--- src/hw/rtl/bcpc_pkg.sv ---
package bcpc_pkg;

  // Raw ADC code and window sum widths
  localparam int unsigned CODE_W = 12;
  localparam int unsigned SUM_W  = 17;
  localparam int unsigned CNT_W  = 5;
  localparam int unsigned CFG_IDX_W = 3;

  typedef logic [CODE_W-1:0] code_t;
  typedef logic [SUM_W-1:0]  sum_t;
  typedef logic [CNT_W-1:0]  cnt_t;

  // Configuration register indexes
  typedef enum logic [CFG_IDX_W-1:0] {
    CFG_VOLT_LOW  = 3'd0,
    CFG_VOLT_HIGH = 3'd1,
    CFG_CHG_TEMP  = 3'd2,
    CFG_DSG_TEMP  = 3'd3,
    CFG_CHG_CURR  = 3'd4,
    CFG_DSG_CURR  = 3'd5
  } cfg_idx_e;

  // Reset codes of the configuration registers
  localparam code_t VOLT_LOW_RST  = 12'd745;
  localparam code_t VOLT_HIGH_RST = 12'd1042;
  localparam code_t CHG_TEMP_RST  = 12'd558;
  localparam code_t DSG_TEMP_RST  = 12'd745;
  localparam code_t CHG_CURR_RST  = 12'd1895;
  localparam code_t DSG_CURR_RST  = 12'd2584;

  // Fault codes
  typedef enum logic [1:0] {
    FAULT_NONE      = 2'd0,
    FAULT_OVER_TEMP = 2'd1,
    FAULT_CHG_OVL   = 2'd2,
    FAULT_DSG_OVL   = 2'd3
  } fault_e;

  // Thresholds, already multiplied by the window length
  typedef struct packed {
    sum_t volt_low;
    sum_t volt_high;
    sum_t chg_temp;
    sum_t dsg_temp;
    sum_t chg_curr;
    sum_t dsg_curr;
  } thr_t;

  // Window sums including the current sample, plus window-end flag
  typedef struct packed {
    sum_t isum;
    sum_t vsum;
    sum_t tsum;
    logic wend;
  } win_t;

  // Decision state after a step
  typedef struct packed {
    logic   charge_on;
    logic   discharge_on;
    logic   mode;
    logic   manual;
    fault_e fault;
  } status_t;

endpackage

--- src/hw/rtl/bcpc_sample_if.sv ---
interface bcpc_sample_if;
  logic             valid;
  logic             ready;
  bcpc_pkg::code_t  current_sample;
  bcpc_pkg::code_t  voltage_sample;
  bcpc_pkg::code_t  temp_sample;
  logic             button_event;

  modport source (
    output valid, current_sample, voltage_sample, temp_sample, button_event,
    input  ready
  );
  modport sink (
    input  valid, current_sample, voltage_sample, temp_sample, button_event,
    output ready
  );
endinterface

--- src/hw/rtl/bcpc_result_if.sv ---
interface bcpc_result_if;
  logic       valid;
  logic       ready;
  logic       charge_switch_on;
  logic       discharge_switch_on;
  logic       discharging_mode;
  logic       manual_mode;
  logic [1:0] fault_code;
  logic       window_end;

  modport source (
    output valid, charge_switch_on, discharge_switch_on, discharging_mode,
           manual_mode, fault_code, window_end,
    input  ready
  );
  modport sink (
    input  valid, charge_switch_on, discharge_switch_on, discharging_mode,
           manual_mode, fault_code, window_end,
    output ready
  );
endinterface

--- src/hw/rtl/battery_charge_protection_controller.sv ---
// Battery charge/discharge protection controller. Each sample transfer carries one
// raw 12-bit current, voltage and temperature code and a debounced button event, and
// produces exactly one result transfer with the switch drives, mode, manual flag,
// fault code and a window-end flag, all showing the state after that sample. Samples
// are summed over SAMPLES_PER_WINDOW transfers (1 to 32) and every threshold compare
// is made on the window sum against the register code times the window length, so
// averages are exact. A new sample can be taken every clock cycle while results are
// taken as they come; each sample waits in the sample register until the result slot
// is free, and its result is then loaded into the result register. While a result
// waits to be taken, one more sample is accepted into the sample register and the
// sample side then stalls until the waiting result transfers. Thresholds must be
// written through the configuration port only while no sample is in flight; the
// block itself does not enforce this. They take effect from the next sample.
module battery_charge_protection_controller #(
  parameter int unsigned SAMPLES_PER_WINDOW = 20
) (
  input  logic                           clk_i,
  input  logic                           rst_ni,
  input  logic                           cfg_we_i,
  input  logic [bcpc_pkg::CFG_IDX_W-1:0] cfg_idx_i,
  input  bcpc_pkg::code_t                cfg_wdata_i,
  bcpc_sample_if.sink                    sample_if,
  bcpc_result_if.source                  result_if
);

  logic              s1_valid_d, s1_valid_q;
  bcpc_pkg::code_t   cur_q, volt_q, temp_q;
  logic              btn_q;
  logic              out_valid_d, out_valid_q;
  bcpc_pkg::status_t res_q;
  logic              res_wend_q;

  logic              adv;
  logic              take;
  bcpc_pkg::thr_t    thr;
  bcpc_pkg::win_t    win;
  bcpc_pkg::status_t stat;

  // Pipeline control: the sample stage moves on when the result slot frees up
  assign adv  = s1_valid_q && (!out_valid_q || result_if.ready);
  assign take = sample_if.valid && sample_if.ready;
  assign sample_if.ready = !s1_valid_q || adv;

  always_comb begin
    s1_valid_d = s1_valid_q;
    if (take) begin
      s1_valid_d = 1'b1;
    end else if (adv) begin
      s1_valid_d = 1'b0;
    end
    out_valid_d = out_valid_q;
    if (adv) begin
      out_valid_d = 1'b1;
    end else if (result_if.ready) begin
      out_valid_d = 1'b0;
    end
  end

  always_ff @(posedge clk_i or negedge rst_ni) begin
    if (!rst_ni) begin
      s1_valid_q  <= 1'b0;
      out_valid_q <= 1'b0;
    end else begin
      s1_valid_q  <= s1_valid_d;
      out_valid_q <= out_valid_d;
    end
  end

  // Sample register
  always_ff @(posedge clk_i) begin
    if (take) begin
      cur_q  <= sample_if.current_sample;
      volt_q <= sample_if.voltage_sample;
      temp_q <= sample_if.temp_sample;
      btn_q  <= sample_if.button_event;
    end
  end

  bcpc_cfg_regs #(
    .SAMPLES_PER_WINDOW (SAMPLES_PER_WINDOW)
  ) u_cfg (
    .clk_i       (clk_i),
    .rst_ni      (rst_ni),
    .cfg_we_i    (cfg_we_i),
    .cfg_idx_i   (cfg_idx_i),
    .cfg_wdata_i (cfg_wdata_i),
    .thr_o       (thr)
  );

  bcpc_accum #(
    .SAMPLES_PER_WINDOW (SAMPLES_PER_WINDOW)
  ) u_accum (
    .clk_i     (clk_i),
    .rst_ni    (rst_ni),
    .en_i      (adv),
    .current_i (cur_q),
    .voltage_i (volt_q),
    .temp_i    (temp_q),
    .win_o     (win)
  );

  bcpc_decide u_decide (
    .clk_i    (clk_i),
    .rst_ni   (rst_ni),
    .en_i     (adv),
    .button_i (btn_q),
    .win_i    (win),
    .thr_i    (thr),
    .stat_o   (stat)
  );

  // Result register
  always_ff @(posedge clk_i) begin
    if (adv) begin
      res_q      <= stat;
      res_wend_q <= win.wend;
    end
  end

  assign result_if.valid               = out_valid_q;
  assign result_if.charge_switch_on    = res_q.charge_on;
  assign result_if.discharge_switch_on = res_q.discharge_on;
  assign result_if.discharging_mode    = res_q.mode;
  assign result_if.manual_mode         = res_q.manual;
  assign result_if.fault_code          = res_q.fault;
  assign result_if.window_end          = res_wend_q;

endmodule

--- src/hw/rtl/bcpc_cfg_regs.sv ---
module bcpc_cfg_regs #(
  parameter int unsigned SAMPLES_PER_WINDOW = 20
) (
  input  logic                               clk_i,
  input  logic                               rst_ni,
  input  logic                               cfg_we_i,
  input  logic [bcpc_pkg::CFG_IDX_W-1:0]     cfg_idx_i,
  input  bcpc_pkg::code_t                    cfg_wdata_i,
  output bcpc_pkg::thr_t                     thr_o
);

  // Window length as a sum-wide multiplier
  localparam bcpc_pkg::sum_t NScale = bcpc_pkg::SUM_W'(SAMPLES_PER_WINDOW);

  localparam bcpc_pkg::sum_t VoltLowRst  = bcpc_pkg::sum_t'(bcpc_pkg::VOLT_LOW_RST) * NScale;
  localparam bcpc_pkg::sum_t VoltHighRst = bcpc_pkg::sum_t'(bcpc_pkg::VOLT_HIGH_RST) * NScale;
  localparam bcpc_pkg::sum_t ChgTempRst  = bcpc_pkg::sum_t'(bcpc_pkg::CHG_TEMP_RST) * NScale;
  localparam bcpc_pkg::sum_t DsgTempRst  = bcpc_pkg::sum_t'(bcpc_pkg::DSG_TEMP_RST) * NScale;
  localparam bcpc_pkg::sum_t ChgCurrRst  = bcpc_pkg::sum_t'(bcpc_pkg::CHG_CURR_RST) * NScale;
  localparam bcpc_pkg::sum_t DsgCurrRst  = bcpc_pkg::sum_t'(bcpc_pkg::DSG_CURR_RST) * NScale;

  bcpc_pkg::thr_t thr_d, thr_q;
  bcpc_pkg::sum_t scaled;

  // Codes are stored pre-multiplied so the window sum compares directly
  assign scaled = bcpc_pkg::sum_t'(cfg_wdata_i) * NScale;

  always_comb begin
    thr_d = thr_q;
    if (cfg_we_i) begin
      case (cfg_idx_i)
        bcpc_pkg::CFG_VOLT_LOW:  thr_d.volt_low  = scaled;
        bcpc_pkg::CFG_VOLT_HIGH: thr_d.volt_high = scaled;
        bcpc_pkg::CFG_CHG_TEMP:  thr_d.chg_temp  = scaled;
        bcpc_pkg::CFG_DSG_TEMP:  thr_d.dsg_temp  = scaled;
        bcpc_pkg::CFG_CHG_CURR:  thr_d.chg_curr  = scaled;
        bcpc_pkg::CFG_DSG_CURR:  thr_d.dsg_curr  = scaled;
        default: ;
      endcase
    end
  end

  always_ff @(posedge clk_i or negedge rst_ni) begin
    if (!rst_ni) begin
      thr_q.volt_low  <= VoltLowRst;
      thr_q.volt_high <= VoltHighRst;
      thr_q.chg_temp  <= ChgTempRst;
      thr_q.dsg_temp  <= DsgTempRst;
      thr_q.chg_curr  <= ChgCurrRst;
      thr_q.dsg_curr  <= DsgCurrRst;
    end else begin
      thr_q <= thr_d;
    end
  end

  assign thr_o = thr_q;

endmodule

--- src/hw/rtl/bcpc_accum.sv ---
module bcpc_accum #(
  parameter int unsigned SAMPLES_PER_WINDOW = 20
) (
  input  logic            clk_i,
  input  logic            rst_ni,
  input  logic            en_i,
  input  bcpc_pkg::code_t current_i,
  input  bcpc_pkg::code_t voltage_i,
  input  bcpc_pkg::code_t temp_i,
  output bcpc_pkg::win_t  win_o
);

  localparam bcpc_pkg::cnt_t LastCnt = bcpc_pkg::CNT_W'(SAMPLES_PER_WINDOW - 1);

  bcpc_pkg::sum_t isum_d, isum_q;
  bcpc_pkg::sum_t vsum_d, vsum_q;
  bcpc_pkg::sum_t tsum_d, tsum_q;
  bcpc_pkg::cnt_t cnt_d, cnt_q;
  bcpc_pkg::win_t win;

  // Sums including this sample; these are what the window end evaluates
  always_comb begin
    win.isum = isum_q + bcpc_pkg::sum_t'(current_i);
    win.vsum = vsum_q + bcpc_pkg::sum_t'(voltage_i);
    win.tsum = tsum_q + bcpc_pkg::sum_t'(temp_i);
    win.wend = (cnt_q >= LastCnt);
  end

  // Restart the window after its last sample
  always_comb begin
    isum_d = isum_q;
    vsum_d = vsum_q;
    tsum_d = tsum_q;
    cnt_d  = cnt_q;
    if (en_i) begin
      if (win.wend) begin
        isum_d = '0;
        vsum_d = '0;
        tsum_d = '0;
        cnt_d  = '0;
      end else begin
        isum_d = win.isum;
        vsum_d = win.vsum;
        tsum_d = win.tsum;
        cnt_d  = cnt_q + 1'b1;
      end
    end
  end

  always_ff @(posedge clk_i or negedge rst_ni) begin
    if (!rst_ni) begin
      isum_q <= '0;
      vsum_q <= '0;
      tsum_q <= '0;
      cnt_q  <= '0;
    end else begin
      isum_q <= isum_d;
      vsum_q <= vsum_d;
      tsum_q <= tsum_d;
      cnt_q  <= cnt_d;
    end
  end

  assign win_o = win;

endmodule

--- src/hw/rtl/bcpc_decide.sv ---
module bcpc_decide (
  input  logic                clk_i,
  input  logic                rst_ni,
  input  logic                en_i,
  input  logic                button_i,
  input  bcpc_pkg::win_t      win_i,
  input  bcpc_pkg::thr_t      thr_i,
  output bcpc_pkg::status_t   stat_o
);

  logic            mode_d, mode_q;
  logic            manual_d, manual_q;
  logic            pend_d, pend_q;
  bcpc_pkg::fault_e fault_d, fault_q;

  logic            mode_w;
  logic            manual_w;
  bcpc_pkg::fault_e fault_b;
  logic            pend_b;
  logic            ovt;
  logic            ovl;

  always_comb begin
    // Button first: clears an overload, or is held until the window end
    fault_b = fault_q;
    pend_b  = pend_q;
    if (button_i) begin
      if (fault_q == bcpc_pkg::FAULT_CHG_OVL || fault_q == bcpc_pkg::FAULT_DSG_OVL) begin
        fault_b = bcpc_pkg::FAULT_NONE;
      end else if (fault_q == bcpc_pkg::FAULT_NONE) begin
        pend_b = 1'b1;
      end
    end

    // Mode and manual after the press toggle and voltage hysteresis
    mode_w   = mode_q;
    manual_w = manual_q;
    if (fault_b == bcpc_pkg::FAULT_NONE) begin
      if (pend_b) begin
        mode_w   = ~mode_q;
        manual_w = ~manual_q;
      end
      if (!manual_w) begin
        if (win_i.vsum < thr_i.volt_low) begin
          mode_w = 1'b0;
        end else if (win_i.vsum >= thr_i.volt_high) begin
          mode_w = 1'b1;
        end
      end
    end

    // Limits of the mode in force
    ovt = win_i.tsum > (mode_w ? thr_i.dsg_temp : thr_i.chg_temp);
    ovl = win_i.isum > (mode_w ? thr_i.dsg_curr : thr_i.chg_curr);

    mode_d   = mode_q;
    manual_d = manual_q;
    fault_d  = fault_q;
    pend_d   = pend_q;
    if (en_i) begin
      fault_d = fault_b;
      pend_d  = pend_b;
      if (win_i.wend) begin
        pend_d = 1'b0;
        case (fault_b)
          bcpc_pkg::FAULT_NONE, bcpc_pkg::FAULT_OVER_TEMP: begin
            mode_d   = mode_w;
            manual_d = manual_w;
            if (ovt) begin
              fault_d = bcpc_pkg::FAULT_OVER_TEMP;
            end else if (ovl) begin
              fault_d = mode_w ? bcpc_pkg::FAULT_DSG_OVL : bcpc_pkg::FAULT_CHG_OVL;
            end else begin
              fault_d = bcpc_pkg::FAULT_NONE;
            end
          end
          default: ;
        endcase
      end
    end
  end

  always_ff @(posedge clk_i or negedge rst_ni) begin
    if (!rst_ni) begin
      mode_q   <= 1'b0;
      manual_q <= 1'b0;
      pend_q   <= 1'b0;
      fault_q  <= bcpc_pkg::FAULT_NONE;
    end else begin
      mode_q   <= mode_d;
      manual_q <= manual_d;
      pend_q   <= pend_d;
      fault_q  <= fault_d;
    end
  end

  // State after this step, for the result register
  always_comb begin
    stat_o.mode         = mode_d;
    stat_o.manual       = manual_d;
    stat_o.fault        = fault_d;
    stat_o.charge_on    = (fault_d == bcpc_pkg::FAULT_NONE) && !mode_d;
    stat_o.discharge_on = (fault_d == bcpc_pkg::FAULT_NONE) && mode_d;
  end

endmodule

--- src/flat_wrapper.sv ---
// flat-port wrapper written by rule: the top's interface ports become plain ports
module battery_charge_protection_controller_flat 
#(
  parameter int unsigned SAMPLES_PER_WINDOW = 20
)
  (clk_i, rst_ni, cfg_we_i, cfg_idx_i, cfg_wdata_i, sample_if_valid, sample_if_current_sample, sample_if_voltage_sample, sample_if_temp_sample, sample_if_button_event, sample_if_ready, result_if_valid, result_if_charge_switch_on, result_if_discharge_switch_on, result_if_discharging_mode, result_if_manual_mode, result_if_fault_code, result_if_window_end, result_if_ready);
  bcpc_sample_if sample_if_i ();
  bcpc_result_if result_if_i ();
  input  logic clk_i;
  input  logic rst_ni;
  input  logic cfg_we_i;
  input  logic [bcpc_pkg::CFG_IDX_W-1:0] cfg_idx_i;
  input  bcpc_pkg::code_t cfg_wdata_i;
  input wire logic [$bits(sample_if_i.valid)-1:0] sample_if_valid;
  input wire logic [$bits(sample_if_i.current_sample)-1:0] sample_if_current_sample;
  input wire logic [$bits(sample_if_i.voltage_sample)-1:0] sample_if_voltage_sample;
  input wire logic [$bits(sample_if_i.temp_sample)-1:0] sample_if_temp_sample;
  input wire logic [$bits(sample_if_i.button_event)-1:0] sample_if_button_event;
  output wire logic [$bits(sample_if_i.ready)-1:0] sample_if_ready;
  output wire logic [$bits(result_if_i.valid)-1:0] result_if_valid;
  output wire logic [$bits(result_if_i.charge_switch_on)-1:0] result_if_charge_switch_on;
  output wire logic [$bits(result_if_i.discharge_switch_on)-1:0] result_if_discharge_switch_on;
  output wire logic [$bits(result_if_i.discharging_mode)-1:0] result_if_discharging_mode;
  output wire logic [$bits(result_if_i.manual_mode)-1:0] result_if_manual_mode;
  output wire logic [$bits(result_if_i.fault_code)-1:0] result_if_fault_code;
  output wire logic [$bits(result_if_i.window_end)-1:0] result_if_window_end;
  input wire logic [$bits(result_if_i.ready)-1:0] result_if_ready;
  assign sample_if_i.valid = sample_if_valid;
  assign sample_if_i.current_sample = sample_if_current_sample;
  assign sample_if_i.voltage_sample = sample_if_voltage_sample;
  assign sample_if_i.temp_sample = sample_if_temp_sample;
  assign sample_if_i.button_event = sample_if_button_event;
  assign sample_if_ready = sample_if_i.ready;
  assign result_if_valid = result_if_i.valid;
  assign result_if_charge_switch_on = result_if_i.charge_switch_on;
  assign result_if_discharge_switch_on = result_if_i.discharge_switch_on;
  assign result_if_discharging_mode = result_if_i.discharging_mode;
  assign result_if_manual_mode = result_if_i.manual_mode;
  assign result_if_fault_code = result_if_i.fault_code;
  assign result_if_window_end = result_if_i.window_end;
  assign result_if_i.ready = result_if_ready;
  battery_charge_protection_controller #(.SAMPLES_PER_WINDOW(SAMPLES_PER_WINDOW)) u_core (.clk_i(clk_i), .rst_ni(rst_ni), .cfg_we_i(cfg_we_i), .cfg_idx_i(cfg_idx_i), .cfg_wdata_i(cfg_wdata_i), .sample_if(sample_if_i), .result_if(result_if_i));
endmodule
--- config.mk ---
export PLATFORM = sky130hd
export DESIGN_NAME = battery_charge_protection_controller_flat
export DESIGN_NICKNAME = d
export VERILOG_FILES = /design/src/hw/rtl/bcpc_pkg.sv /design/src/hw/rtl/bcpc_sample_if.sv /design/src/hw/rtl/bcpc_result_if.sv /design/src/hw/rtl/battery_charge_protection_controller.sv /design/src/hw/rtl/bcpc_cfg_regs.sv /design/src/hw/rtl/bcpc_accum.sv /design/src/hw/rtl/bcpc_decide.sv /design/src/flat_wrapper.sv
export SDC_FILE = /design/constraint.sdc
export NUM_CORES = 1
export LEC_CHECK = 0
export BUFFER_PORTS_ARGS = -buffer_cell sky130_fd_sc_hd__clkbuf_2
export CAP_MARGIN = 20
export CORE_MARGIN = 2
export CORE_UTILIZATION = 50
export DETAILED_ROUTE_END_ITERATION = 10
export PLACE_DENSITY = 0.68
export SYNTH_ARGS = -nofsm -noshare
export SYNTH_HDL_FRONTEND = slang
export SYNTH_SLANG_ARGS = --single-unit
--- constraint.sdc ---
create_clock -name clk_i -period 11.6 [get_ports clk_i]
set_clock_uncertainty 0.05 [all_clocks]
set_input_delay 0 -clock clk_i [delete_from_list [all_inputs] [get_ports clk_i]]
set_output_delay 0 -clock clk_i [all_outputs]
set_load 0.05 [all_outputs]
* Word-level counts from Yosys, hierarchy flattened
Cells that the tools add are included.
Widths: inputs -> output; s select.
** Cells by class
- $add $sub $neg :: 4
- Multiply operators :: 1
- Magnitude comparators :: 5
- Equality and inequality tests :: 8
- Multiplexer cells :: 36
- Bitwise operators :: 2
- Reduce and logical (&&, ||, !) cells :: 23
** Operators with widths (number)
- $mux 17 :: 5
- $add 17x12->17 :: 3
- $gt 17x17->1 :: 2
- $mux 1 :: 23
- $ge 17x17->1 :: 1
- $lt 17x17->1 :: 1
- $mul 12x3->15 const B :: 1
- $mux 2 :: 7
- $reduce_and 2->1 :: 6
- $eq 3x2->1 const B :: 2
- $eq 3x3->1 const B :: 2
- $logic_not 2->1 :: 3
- $add 5x1->5 const B :: 1
- $ge 5x5->1 const B :: 1
- $mux 5 :: 1
- $eq 2x2->1 const B :: 2
- $logic_and 1x1->1 :: 4
- $reduce_bool 2->1 :: 2
- $eq 3x1->1 const B :: 1
- $logic_not 1->1 :: 3
- $logic_not 3->1 :: 1
- $logic_or 1x1->1 :: 3
- $eq 2x1->1 const B :: 1
- $not 1->1 :: 2
- $reduce_or 2->1 :: 1
** Word-level totals
- Bits in registers :: 197
- Input bits :: 57
- Output and inout port bits :: 9
- Logic and storage cells :: 105

* Logic depth before layout (Yosys ltp)
- Depth in word-level cells :: 18
- Depth in mapped cells :: 27
- Gate-level depth less buffers :: 26

* Modules after synthesis
A second synthesis with hierarchy kept.
** Unflattened totals
- Cell total of the unflattened synthesis :: 1150
- Area, all modules :: 12156.7 um^2
** Modules (own cells, without submodules)
- bcpc_accum :: times used 1, cells an instance 449, area each 4160.2 um^2, seq. area each 1401.3 um^2
- bcpc_cfg_regs :: times used 1, cells an instance 345, area each 4090.2 um^2, seq. area each 2301.0 um^2
- bcpc_decide :: times used 1, cells an instance 304, area each 2481.1 um^2, seq. area each 125.1 um^2
- battery_charge_protection_controller :: times used 1, cells an instance 52, area each 1425.1 um^2, seq. area each 1371.3 um^2

* Worst setup path before layout
OpenSTA, ideal clock, no wires.
- Kind :: register to register
- Start :: register u_core.volt_q[0]
- End :: register u_core.res_q (netlist bit u_core.result_if.discharge_switch_on), data pin
- Setup time :: 0.160 ns
- Data arrival time :: 5.863 ns
- Required time :: 11.390 ns
- Slack :: 5.527 ns
- Stages on the path, launching flop included :: 28
- Path buffers :: 1
- Clock period less this slack :: 6.073 ns
- Cell sequence :: edfxtp_1 ha_1 fa_1 a21o_1 a21oi_1 o21a_1 o31ai_1 o41ai_2 nor2_1 xor2_1 ha_1 nand4_1 nor4_1 o21ai_1 o2111ai_1 o211ai_1 o22ai_2 buf_2 mux2i_1 ha_1 a21o_1 a21o_1 a221o_1 a211o_1 a41oi_2 o221ai_2 a31o_4 nor3b_1
** RTL lines
- start: declaration :: line battery_charge_protection_controller.sv:27 : bcpc_pkg::code_t cur_q, volt_q, temp_q;
- start signal: assignment :: line battery_charge_protection_controller.sv:73 : volt_q <= sample_if.voltage_sample;
- end signal: assignment :: line battery_charge_protection_controller.sv:115 : res_q <= stat;
- end: declaration :: line battery_charge_protection_controller.sv:30 : bcpc_pkg::status_t res_q;

==> impl_metrics.ini <==
[critical_path]
required_ns = 11.81
startpoint = u_core.volt_q[0]
r2r_cells = 27
slowest_stage = o41ai_2
max_stage_delay_ns = 0.50
critPathKind = flop to flop
worst-r2r-setup-slack_ns = 4.50
worst-path-max-fanout = 31
worst_setup_path_start_kind = flop
endpoint = u_core.result_if.discharge_switch_on
end_kind = flop
rr_startpoint = u_core.volt_q[0]
cp.arrival_ns = 7.32
rr_endpoint = u_core.result_if.discharge_switch_on

[yosys]
synth.yosys.seq_area_share_pct = 46.1
synthFlopType = dfrtp_1
synth_edf_count = 44
synth-seq-cells = 197
synthCells = 1053
synthArstFlopShare_pct = 77.7
syn_area_um2 = 11300
synth_nets = 1230
synthDistinctLibCells = 73
ys_warn_count = 0
postSynthAreaPerCell_um2 = 10.7

[clocking]
clk_latency_ns = 0.44
cts_resized = 0
cts.htree.levels = 4
cts_buffer_depth = 2
root_buffer = clkbuf_16
clk_pin_slew_ns = 0.07
numCtsBuffers = 17
cts_tree = yes
clock_sinks = 197

[timing]
rsz0062_at_grt = false
slew_headroom_pct = 29.6
finalMaxSlewViolations = 0
finalWorstSetupSlack_ns = 4.50
hold_viol_final = 0
tightest_slew_ns = 1.05
fmax_mhz = 141
finalSetupTns_ns = 0
fin_crit_ns = 7.10
post-route-period-util_pct = 61.2
setup_viol = 0

[pwr]
pwr-share-clk_pct = 16.8
irDropWorstVdd_mv = 0.113
cellPowerDensity_nw_per_um2 = 256
power.share.combinational_pct = 51.2
p_leak_nw = 5.91
pwr-share-seq_pct = 32.1
switching_share_pct = 41.1
switching_power_mw = 1.36
p_int_mw = 1.95

[placement]
gp_congestion = 0.849
io_buffers = 65
pre_cts_slack_ns = 4.58
dp.cells = 1373
hpwl_mm = 17.3

[run]
cap_violations = 0

[finish]
final_common_cell = nand2_1
area_growth_pct = 14.4
layout-drive-gt1-share_pct = 16.6
fillers = 1836
antenna_cells = 0
utilization_pct = 58.8
layout_common_cells = nand2_1 (118), ha_1 (116), dfrtp_1 (114)
final_cells = 1451
final_nets = 1335

[detailed_routing]
drt-initial-drc-count = 436
num_vias = 8223
wl_mm = 25.4
routedWlPerCell_um = 17.5
avgViaCountPerCell = 5.67
dr.pass1.iters = 6
ant_nets = 0
drcViolationCount = 0

[grt]
grt_pass1_wl_mm = 41.3
grt_usage_pct = 22.0
grt_max_degree = 87
overflow = 0
antenna_found_initial = 0
grt_pass1_vias = 7979

[die]
io_pins = 66
core.rowCount = 54
core_area_um2 = 22000
dieArea_um2 = 23800
die_w_um = 154
start_util_pct = 51.4
die_h_um = 154

[min_path]
worstHoldPathType = input pin to flop

[outcome]
status = finished clean
==> cells in the mapped netlist (all sizes together), types with 9 or more instances <==
master | n | area share [%]
mux2 | 32 | 3.2
dfrtp | 114 | 25
a21o | 20 | 1.3
nand3 | 23 | 1.0
ha | 116 | 13
clkbuf | 22 | 0.73
a22o | 28 | 2.2
nand4 | 9 | 0.50
nor2 | 47 | 1.6
xor2 | 14 | 1.1
mux2i | 28 | 2.5
inv | 47 | 1.6
nand2 | 119 | 4.0
and2 | 11 | 0.61
xnor2 | 40 | 3.1
o21ai | 93 | 4.1
edfxtp | 44 | 12
a21oi | 56 | 2.5
dfstp | 39 | 9.1
nor3 | 17 | 0.75
==> critical path: cells and delay by family (launching register included) <==
kind / cells / cell delay, ns
DFF: 1 / 0.37
xor gates and xnor gates: 1 / 0.20
and+or+nand+nor: 4 / 0.90
adders and majority gates: 4 / 1.25
AOI/OAI and AO/OA: 16 / 3.39
muxes: 1 / 0.25
buffers and inverters: 1 / 0.48
==> worst min path at each step <==
stage	from	endpoint	slack [ns]	cells past startpoint
final	cfg_wdata_i[0]	u_core.u_cfg.thr_o[87]	0.02	2
after global placement	rst_ni	u_core.u_cfg.thr_o[56]	0.07	1
after floorplan	rst_ni	u_core.result_if.valid	-0.35	0
after global routing	cfg_wdata_i[0]	u_core.u_cfg.thr_o[87]	0.03	2
after CTS	cfg_wdata_i[0]	u_core.u_cfg.thr_o[87]	0.03	2
after detailed placement	rst_ni	u_core.u_accum.isum_q[7]	0.08	1
==> flip-flops by register name, indices dropped and copies added, names as in the netlist <==
name                                  flops
u_core.u_cfg.thr_o                       90
u_core.u_accum.isum_q                    17
u_core.u_accum.tsum_q                    17
u_core.u_accum.vsum_q                    17
u_core.cur_q                             12
u_core.temp_q                            12
u_core.volt_q                            12
u_core.u_accum.cnt_q                      5
u_core.result_if.fault_code               2
u_core.u_decide.fault_q                   2
u_core.btn_q                              1
u_core.result_if.charge_switch_on         1
u_core.result_if.discharge_switch_on      1
u_core.result_if.discharging_mode         1
u_core.result_if.manual_mode              1
u_core.result_if.valid                    1
u_core.result_if.window_end               1
u_core.s1_valid_q                         1
u_core.u_decide.manual_q                  1
u_core.u_decide.mode_q                    1
u_core.u_decide.pend_q                    1
==> power groups by stage <==
stage | Combinational, mW | Clock [mW] | Sequential, mW
6_report | 1.69 | 0.554 | 1.06
5_1_grt | 1.91 | 0.592 | 1.09
4_1_cts | 1.69 | 0.564 | 1.06
3_5_place_dp | 1.66 | 0 | 1.07
3_3_place_gp | 1.63 | 0 | 1.07
2_1_floorplan | 1.27 | 0 | 1.05
==> cell type report <==
class	count	area, um^2	share of cell area, %
inverter	47	176	1.37
clock inverter	13	96.3	0.747
multi-input combinational	779	5800	44.9
clock buffer	19	443	3.43
sequential	197	5200	40.3
timing repair buffer	116	840	6.51
tap	280	350	2.72
==> stage by stage <==
stage / hold slack (ns) / power (mW) / area (um^2)
final: 0.0222 / 3.31 / 12900
after global routing: 0.0288 / 3.59 / 12900
after CTS: 0.0334 / 3.31 / 12900
after detailed placement: 0.0825 / 2.73 / 11900
after global placement: 0.0711 / 2.69 / 11900
after floorplan: -0.346 / 2.32 / 11300
==> layer usage <==
metal | vias to the layer above | global-route usage, % | part of all wire (%)
met1 | 3977 | 32.8 | 50
met5 | - | 0 | 0
met4 | 0 | 5.70 | 1.3
li1 | 4071 | - | -
met2 | 154 | 33.6 | 45
met3 | 21 | 3.75 | 3.8
==> cell families (layout without fill, tap and decap cells) <==
group,count (synthesis),after routing,synth area share [%]
flops,197,197,46.1
xor+xnor,54,54,4.19
mux,60,60,5.68
fa+ha+maj,120,120,13.6
buf+inv,77,195,2.71
compound gates,268,268,16.2
simple gates,277,277,11.6
==> what timing repair did <==
| item | in CTS | in global routing |
|---|---|---|
| hold buffers | 42 | 2 |
| setup buffers | 0 | 0 |
| hold endpoints to repair | 113 | 1 |
No activity file was read; power rests on OpenSTA's default activity.
